===== src/design/lpsi_pkg.sv =====
// shared types and constants for the line prefix/suffix inserter
package lpsi_pkg;

	localparam int TOKEN_MAX_BYTES_DEF = 8;
	localparam int LEN_W = 4;
	localparam int TEXT_W = 64;
	localparam int CFG_IDX_W = 3;
	localparam int CFG_DATA_W = 64;
	localparam int QUEUE_DEPTH = 2;

	localparam logic [7:0] CH_CR = 8'd13;
	localparam logic [7:0] CH_LF = 8'd10;

	localparam logic [1:0] ST_FIRST = 2'd0;
	localparam logic [1:0] ST_MID = 2'd1;
	localparam logic [1:0] ST_CR = 2'd2;
	localparam logic [1:0] ST_LF = 2'd3;

	localparam logic [CFG_IDX_W-1:0] REG_OUTPUT_ENABLE = 3'd0;
	localparam logic [CFG_IDX_W-1:0] REG_PREFIX_TEXT = 3'd1;
	localparam logic [CFG_IDX_W-1:0] REG_PREFIX_LENGTH = 3'd2;
	localparam logic [CFG_IDX_W-1:0] REG_SUFFIX_TEXT = 3'd3;
	localparam logic [CFG_IDX_W-1:0] REG_SUFFIX_LENGTH = 3'd4;

	typedef struct packed {
		logic [7:0] ch;
		logic pre;
		logic post;
	} entry_t;

	typedef struct packed {
		logic [TEXT_W-1:0] prefix_text;
		logic [LEN_W-1:0] prefix_length;
		logic [TEXT_W-1:0] suffix_text;
		logic [LEN_W-1:0] suffix_length;
	} tokens_t;

endpackage


===== src/design/line_prefix_suffix_inserter_top.sv =====
// top level of the line prefix/suffix inserter
//
//   channel   direction   handshake            payload
//   in        sink        in_valid/in_stall    in_byte
//   out       source      out_valid/out_stall  out_byte, last
//   cfg       sink        cfg_we               cfg_index, cfg_data
//
// back end: one byte per cycle unless queue empty or stalled; prefix, suffix, then the byte
// a two-entry queue holds classified items; input stalls while it is full (tokens or out_stall)
// output register sits after the back end, so out_valid, out_byte and last are registered
// reset clears line state, queue, output valid and all configuration registers
module line_prefix_suffix_inserter_top #(
	parameter int TOKEN_MAX_BYTES = lpsi_pkg::TOKEN_MAX_BYTES_DEF
) (
	input logic clk,
	input logic arst_n,
	input logic in_valid,
	output logic in_stall,
	input logic [7:0] in_byte,
	output logic out_valid,
	input logic out_stall,
	output logic [7:0] out_byte,
	output logic last,
	input logic cfg_we,
	input logic [lpsi_pkg::CFG_IDX_W-1:0] cfg_index,
	input logic [lpsi_pkg::CFG_DATA_W-1:0] cfg_data
);

	logic output_enable_q;
	lpsi_pkg::tokens_t tokens_q;
	logic push;
	lpsi_pkg::entry_t push_entry;
	logic queue_full;
	logic queue_empty;
	logic pop;
	lpsi_pkg::entry_t head;

	always_ff @(posedge clk or negedge arst_n) begin
		if (!arst_n) begin
			output_enable_q <= 1'b0;
			tokens_q <= '0;
		end else if (cfg_we) begin
			unique case (cfg_index)
				lpsi_pkg::REG_OUTPUT_ENABLE: output_enable_q <= cfg_data[0];
				lpsi_pkg::REG_PREFIX_TEXT: tokens_q.prefix_text <= cfg_data;
				lpsi_pkg::REG_PREFIX_LENGTH:
					tokens_q.prefix_length <= cfg_data[lpsi_pkg::LEN_W-1:0];
				lpsi_pkg::REG_SUFFIX_TEXT: tokens_q.suffix_text <= cfg_data;
				lpsi_pkg::REG_SUFFIX_LENGTH:
					tokens_q.suffix_length <= cfg_data[lpsi_pkg::LEN_W-1:0];
				default: begin
				end
			endcase
		end
	end

	lpsi_front u_front (
		.clk(clk),
		.arst_n(arst_n),
		.in_valid(in_valid),
		.in_stall(in_stall),
		.in_byte(in_byte),
		.output_enable(output_enable_q),
		.push(push),
		.push_entry(push_entry),
		.queue_full(queue_full)
	);

	lpsi_queue #(
		.DEPTH(lpsi_pkg::QUEUE_DEPTH)
	) u_queue (
		.clk(clk),
		.arst_n(arst_n),
		.push(push),
		.push_entry(push_entry),
		.full(queue_full),
		.pop(pop),
		.empty(queue_empty),
		.head(head)
	);

	lpsi_back #(
		.TOKEN_MAX_BYTES(TOKEN_MAX_BYTES)
	) u_back (
		.clk(clk),
		.arst_n(arst_n),
		.empty(queue_empty),
		.head(head),
		.pop(pop),
		.tokens(tokens_q),
		.out_valid(out_valid),
		.out_stall(out_stall),
		.out_byte(out_byte),
		.last(last)
	);

endmodule


===== src/design/lpsi_front.sv =====
// front end: tracks line state and classifies each incoming byte
module lpsi_front (
	input logic clk,
	input logic arst_n,
	input logic in_valid,
	output logic in_stall,
	input logic [7:0] in_byte,
	input logic output_enable,
	output logic push,
	output lpsi_pkg::entry_t push_entry,
	input logic queue_full
);

	logic [1:0] line_state_q;
	logic [1:0] next_state;
	logic pre;
	logic post;
	logic accept;

	assign in_stall = queue_full;
	assign accept = in_valid && !queue_full;

	always_comb begin
		if (in_byte == lpsi_pkg::CH_CR) begin
			pre = (line_state_q != lpsi_pkg::ST_MID);
			post = 1'b1;
			next_state = lpsi_pkg::ST_CR;
		end else if (in_byte == lpsi_pkg::CH_LF) begin
			pre = (line_state_q == lpsi_pkg::ST_FIRST) || (line_state_q == lpsi_pkg::ST_LF);
			post = (line_state_q != lpsi_pkg::ST_CR);
			next_state = lpsi_pkg::ST_LF;
		end else begin
			pre = (line_state_q != lpsi_pkg::ST_MID);
			post = 1'b0;
			next_state = lpsi_pkg::ST_MID;
		end
	end

	assign push = accept && output_enable;
	assign push_entry = '{ch: in_byte, pre: pre, post: post};

	always_ff @(posedge clk or negedge arst_n) begin
		if (!arst_n) begin
			line_state_q <= lpsi_pkg::ST_FIRST;
		end else if (accept) begin
			line_state_q <= next_state;
		end
	end

endmodule


===== src/design/lpsi_queue.sv =====
// short register queue between front and back
module lpsi_queue #(
	parameter int DEPTH = lpsi_pkg::QUEUE_DEPTH
) (
	input logic clk,
	input logic arst_n,
	input logic push,
	input lpsi_pkg::entry_t push_entry,
	output logic full,
	input logic pop,
	output logic empty,
	output lpsi_pkg::entry_t head
);

	localparam int PTR_W = (DEPTH > 1) ? $clog2(DEPTH) : 1;
	localparam int CNT_W = $clog2(DEPTH + 1);

	lpsi_pkg::entry_t mem_q [DEPTH];
	logic [PTR_W-1:0] wr_ptr_q;
	logic [PTR_W-1:0] rd_ptr_q;
	logic [CNT_W-1:0] count_q;
	logic do_push;
	logic do_pop;

	assign full = (count_q == CNT_W'(DEPTH));
	assign empty = (count_q == '0);
	assign head = mem_q[rd_ptr_q];
	assign do_push = push && !full;
	assign do_pop = pop && !empty;

	always_ff @(posedge clk) begin
		if (do_push) begin
			mem_q[wr_ptr_q] <= push_entry;
		end
	end

	always_ff @(posedge clk or negedge arst_n) begin
		if (!arst_n) begin
			wr_ptr_q <= '0;
			rd_ptr_q <= '0;
			count_q <= '0;
		end else begin
			if (do_push) begin
				wr_ptr_q <= (wr_ptr_q == PTR_W'(DEPTH - 1)) ? '0 : wr_ptr_q + 1'b1;
			end
			if (do_pop) begin
				rd_ptr_q <= (rd_ptr_q == PTR_W'(DEPTH - 1)) ? '0 : rd_ptr_q + 1'b1;
			end
			if (do_push && !do_pop) begin
				count_q <= count_q + 1'b1;
			end else if (do_pop && !do_push) begin
				count_q <= count_q - 1'b1;
			end
		end
	end

endmodule


===== src/design/lpsi_back.sv =====
// back end: emits the flagged prefix and suffix, then the byte, of each queued entry
module lpsi_back #(
	parameter int TOKEN_MAX_BYTES = lpsi_pkg::TOKEN_MAX_BYTES_DEF
) (
	input logic clk,
	input logic arst_n,
	input logic empty,
	input lpsi_pkg::entry_t head,
	output logic pop,
	input lpsi_pkg::tokens_t tokens,
	output logic out_valid,
	input logic out_stall,
	output logic [7:0] out_byte,
	output logic last
);

	localparam int IDX_W = (TOKEN_MAX_BYTES > 1) ? $clog2(TOKEN_MAX_BYTES) : 1;
	localparam logic [1:0] PH_PRE = 2'd0;
	localparam logic [1:0] PH_SUF = 2'd1;
	localparam logic [1:0] PH_CHR = 2'd2;
	localparam logic [lpsi_pkg::LEN_W-1:0] MAX_LEN = lpsi_pkg::LEN_W'(TOKEN_MAX_BYTES);

	logic [1:0] phase_q;
	logic [IDX_W-1:0] idx_q;
	logic out_valid_q;
	logic [7:0] out_byte_q;
	logic last_q;

	logic [lpsi_pkg::LEN_W-1:0] plen;
	logic [lpsi_pkg::LEN_W-1:0] slen;
	logic pre_act;
	logic suf_act;
	logic [1:0] eff_phase;
	logic [IDX_W-1:0] eff_idx;
	logic [lpsi_pkg::LEN_W-1:0] eff_idx_ext;
	logic fire;
	logic [7:0] emit_byte;
	logic tok_end;

	assign plen = (tokens.prefix_length > MAX_LEN) ? MAX_LEN : tokens.prefix_length;
	assign slen = (tokens.suffix_length > MAX_LEN) ? MAX_LEN : tokens.suffix_length;
	assign pre_act = head.pre && (plen != '0);
	assign suf_act = head.post && (slen != '0);

	always_comb begin
		if (phase_q == PH_PRE && pre_act) begin
			eff_phase = PH_PRE;
		end else if (phase_q != PH_CHR && suf_act) begin
			eff_phase = PH_SUF;
		end else begin
			eff_phase = PH_CHR;
		end
	end

	assign eff_idx = (eff_phase == phase_q) ? idx_q : '0;
	assign eff_idx_ext = lpsi_pkg::LEN_W'(eff_idx);

	always_comb begin
		unique case (eff_phase)
			PH_PRE: begin
				emit_byte = tokens.prefix_text[{eff_idx, 3'b000} +: 8];
				tok_end = (eff_idx_ext == plen - 1'b1);
			end
			PH_SUF: begin
				emit_byte = tokens.suffix_text[{eff_idx, 3'b000} +: 8];
				tok_end = (eff_idx_ext == slen - 1'b1);
			end
			default: begin
				emit_byte = head.ch;
				tok_end = 1'b1;
			end
		endcase
	end

	assign fire = !empty && (!out_valid_q || !out_stall);
	assign pop = fire && (eff_phase == PH_CHR);

	always_ff @(posedge clk or negedge arst_n) begin
		if (!arst_n) begin
			phase_q <= PH_PRE;
			idx_q <= '0;
			out_valid_q <= 1'b0;
		end else begin
			if (fire) begin
				out_valid_q <= 1'b1;
				if (eff_phase == PH_CHR) begin
					phase_q <= PH_PRE;
					idx_q <= '0;
				end else if (tok_end) begin
					phase_q <= (eff_phase == PH_PRE) ? PH_SUF : PH_CHR;
					idx_q <= '0;
				end else begin
					phase_q <= eff_phase;
					idx_q <= eff_idx + 1'b1;
				end
			end else if (!out_stall) begin
				out_valid_q <= 1'b0;
			end
		end
	end

	always_ff @(posedge clk) begin
		if (fire) begin
			out_byte_q <= emit_byte;
			last_q <= (eff_phase == PH_CHR);
		end
	end

	assign out_valid = out_valid_q;
	assign out_byte = out_byte_q;
	assign last = last_q;

endmodule


===== config.mk =====
export PLATFORM = sky130hd
export DESIGN_NAME = line_prefix_suffix_inserter_top
export DESIGN_NICKNAME = d
export VERILOG_FILES = /design/src/design/lpsi_pkg.sv /design/src/design/line_prefix_suffix_inserter_top.sv /design/src/design/lpsi_front.sv /design/src/design/lpsi_queue.sv /design/src/design/lpsi_back.sv
export SDC_FILE = /design/constraint.sdc
export NUM_CORES = 1
export LEC_CHECK = 0
export ABC_CLOCK_PERIOD_IN_PS = 4300
export BUFFER_PORTS_ARGS = -buffer_cell sky130_fd_sc_hd__buf_2
export CORE_UTILIZATION = 55
export CTS_CLUSTER_DIAMETER = 40
export CTS_CLUSTER_SIZE = 12
export DETAILED_ROUTE_END_ITERATION = 10
export HOLD_SLACK_MARGIN = 0.15
export PLACE_DENSITY = 0.76
export SLEW_MARGIN = 10
export SYNTH_ARGS = -nofsm -noshare
export SYNTH_HDL_FRONTEND = slang
export SYNTH_SLANG_ARGS = --single-unit

===== constraint.sdc =====
create_clock -name clk -period 4.3 [get_ports clk]
set_clock_uncertainty 0.1 [all_clocks]
set_input_delay 0.86 -clock clk [delete_from_list [all_inputs] [get_ports clk]]
set_output_delay 0.86 -clock clk [all_outputs]
set_load 0.01 [all_outputs]

==> summary.md <==
| Metric | Value |
|---|---|
| Avg WL per Cell | 21.20 µm |
| Max-capacitance violation count | 0 |
| Reg2reg start | u_queue.rd_ptr_q$_DFFE_PN0P_ |
| Share of Yosys cell area claimed by the top area cell type | 45.60% |
| Ant diodes | 0 |
| Leading area contributor after synthesis | dfrtp_1 |
| Routed Antenna Nets | 0 |
| Post-synth EDFFs | 29 |
| HP Class | flop to flop |
| First-pass iteration count of the detailed router | 6 |
| Fmax | between 200 and 300 MHz |
| Synth top cells by count | 149 x dfrtp_1, 141 x mux2_2, 82 x nand2_1, 30 x a21oi_1, 29 x edfxtp_1 |
| Slew HR | 28.08% |
| Yosys warnings | 0 |
| Count leader, synth | dfrtp_1 |
| FP Rows | between 40 and 50 |
| Simple logic cell fraction of the synthesized area | between 10% and 20% |
| Num CTS Buffers | 17 |
| CP Depth | 10 |
| Area of the core | between 10,000 and 15,000 µm² |
| Setup TNS | 0 ns |
| Worst setup EP type | flop |
| Multiplexer area fraction after synthesis | ~20% |
| Clock root buffer master | clkbuf_16 |
| Worst EP arrival | between 3 and 4 ns |
| Setup violations, final | 0 |
| Post-synth top flop | dfrtp_1 |
| Measured slew at the worst slew-check pin | between 1 and 1.5 ns |
| Initial Util | 56.26% |
| Top Ports | 91 |
| Initial drt markers | approximately 550 |
| Peak VDD IR | 0.0004272 V |
| Part of the Yosys area used for sequential elements | 56.25% |
| Nets@finish | ~830 |
| Leakage | about 4 nW |
| First-pass GRT wire length | 31,320 µm |
| Synthesized area | 8177 µm² |
| Full die area | 15,360 µm² |
| Post-CTS Setup Bufs | 0 |
| Area share of fa/ha/maj cells after synthesis | less than 1% |
| Complex-gate fraction of the synthesized area | 9.472% |
| Clk pin slew, worst setup/hold paths | 0.07 ns |
| Synthesized Nets | approximately 740 |
| Cell Chain, Critical Path | mux2i_1, or2_0, o311ai_1, and2_1, ha_1, nand4b_1, a22o_1, a2111oi_4, nand2_2, a32o_1 |
| Die W | 123.9 µm |
| # DRC | 0 |
| Post-Route WL | slightly below 20,000 µm |
| Final core occ | 64.46% |
| Largest net degree at the start of global routing | between 100 and 150 |
| Die Height | about 120 µm |
| Dpl hpwl | 13,520 µm |
| Min Clock Period, post-route | 3.732 ns |
| Crit path launch | u_queue.rd_ptr_q$_DFFE_PN0P_ |
| Mapped Cells | 658 |
| Hold Path Cell Cnt | 2 |
| H-tree depth | 4 |
| CTS tree | done |
| RD Place Congestion | roughly 0.83 |
| Worst setup SP type | flop |
| DR vias | approximately 6,000 |
| Via/cell ratio | 6.245 |
| Delay-heaviest family, CP | compound AO/OA/AOI/OAI gates |
| Async SR Flop Fraction | 83.71% |
| # resized after CTS | 0 |
| GRT Util Overall | 27.78% |
| Largest family of logic cells by synthesized area | multiplexers |
| Critical Path Fanout Max | 12 |
| Worst path bufs/invs | 0 |
| Fin. Hold Viols | 0 |
| Max Transition Viols Final | 0 |
| CTS Buffer Depth | 2 |
| Post-synthesis xor/xnor area fraction | 0.7498% |
| Vias in the first global route | 5,938 |
| CP max-delay cell | dfrtp_1 |
| Area grow syn2layout | 14.58% |
| Worst Path Class, Setup | flop to flop |
| Clk sinks | 178 |
| Worst EP required | ~4.5 ns |
| Worst-skew pair later-pin latency | 0.44 ns |
| Fin crit share | 86.78% |
| Share of cells above drive strength 1 | 37.80% |
| Status | complete, no violations |
| Synth Register Bits | 178 |
| Cts hold-fix bufs | 0 |
| Congestion Overflow GR | 0 |
| Crit-path max cell delay | 0.67 ns |
| Pwr dens | approximately 620 nW/µm² |
| Initial antenna violation count | 0 |
| Syn Area/Cell | 12.43 µm² |
| Worst Reg-to-Reg Cells | 10 |
| HP Start | u_back.out_valid$_DFFE_PN0P_ |
| Count of different cell masters after synthesis | 59 |
| Unrepaired setup endpoints after global routing | no |
| I/O Buffers | 90 |
| Ranking of synthesized cells by area | dfrtp_1 46%, mux2_2 19%, edfxtp_1 11% |
-- final cells by class --
type	instances	area, µm²
Clock buffer	19	442.9
Clock inverter	13	122.6
Fill cell	1125	5165
Inverter	11	41.29
Multi-Input combinational cell	434	3396
Sequential cell	178	4599
Tap cell	184	230.2
Timing Repair Buffer	99	536.8
-- cells in the final DEF, fill, tap and decap left out, types with 8 or more instances in the layout --
master and n:
edfxtp_1 29, buf_2 89, o22ai_1 10, mux2i_1 8, a221o_1 16, buf_4 8, dfrtp_1 149, nand3_1 20
a221oi_1 8, o21ai_0 15, mux2_2 141, clkbuf_16 17, nand2_1 82, inv_1 10, nor2_1 16, a21oi_1 30
-- tightest hold or removal path, delay by kind of cell (launching register included) --
family	cells	cell delay, ns
and+or+nand+nor	2	0.13
DFF	1	0.34
-- per-stage QoR --
stage               power (mW)  hold WS [ns]  setup slack [ns]  std cells  area, µm²
finish                   5.848        0.4017            0.5684        938       9369
global route             6.144        0.4172            0.3127        938       9369
CTS                      5.849        0.3998            0.6181        938       9369
detailed placement       4.345        0.3872            0.6450        906       8803
global placement         4.286        0.3761            0.7789        906       8803
floorplan                3.702        0.3603            0.6866        658       8177
-- routing by layer --
metal,vias up,track usage (%),routed length [µm]
met5,-,0,0
met4,0,11.09,557
met3,53,5.998,1119
met2,206,45.14,9826
met1,3009,36.39,8386
li1,2590,-,-
-- where the power goes --
| group | switching [mW] | internal [mW] | total [mW] |
|---|---|---|---|
| logic | 1.11 | 0.769 | 1.88 |
| clock network | 0.673 | 0.824 | 1.50 |
| registers | 0.319 | 2.16 | 2.47 |
| total | 2.10 | 3.75 | 5.85 |
-- logic make-up after synthesis --
family | count (synthesis)
AO/OA/AOI/OAI | 107
buffers and inverters | 46
adder cells (fa/ha/maj) | 5
AND/OR/NAND/NOR | 166
XOR/XNOR | 7
multiplexers | 149
flip-flops | 178
-- worst paths after layout --
check | slack (ns) | to
worst max-delay path | 0.57 | u_back.idx_q[2]$_DFFE_PN0P_
worst min-delay path | 0.40 | u_back.out_valid$_DFFE_PN0P_
min in group asynchronous | 0.48 | u_back.out_valid$_DFFE_PN0P_
max in group asynchronous | 2.72 | tokens_q[64]$_DFFE_PN0P_
worst min register to register | 0.40 | u_back.out_valid$_DFFE_PN0P_
worst max register to register | 0.57 | u_back.idx_q[2]$_DFFE_PN0P_
-- flip-flops by register name (all words and copies together), names as in the netlist, 2 cells and up --
signal	flops
u_queue.mem_q	20
u_back.idx_q	3
u_queue.count_q	2
u_front.line_state_q	2
tokens_q	136
u_back.phase_q	2
u_back.out_byte	8
No activity file was read; power rests on OpenSTA's default activity.
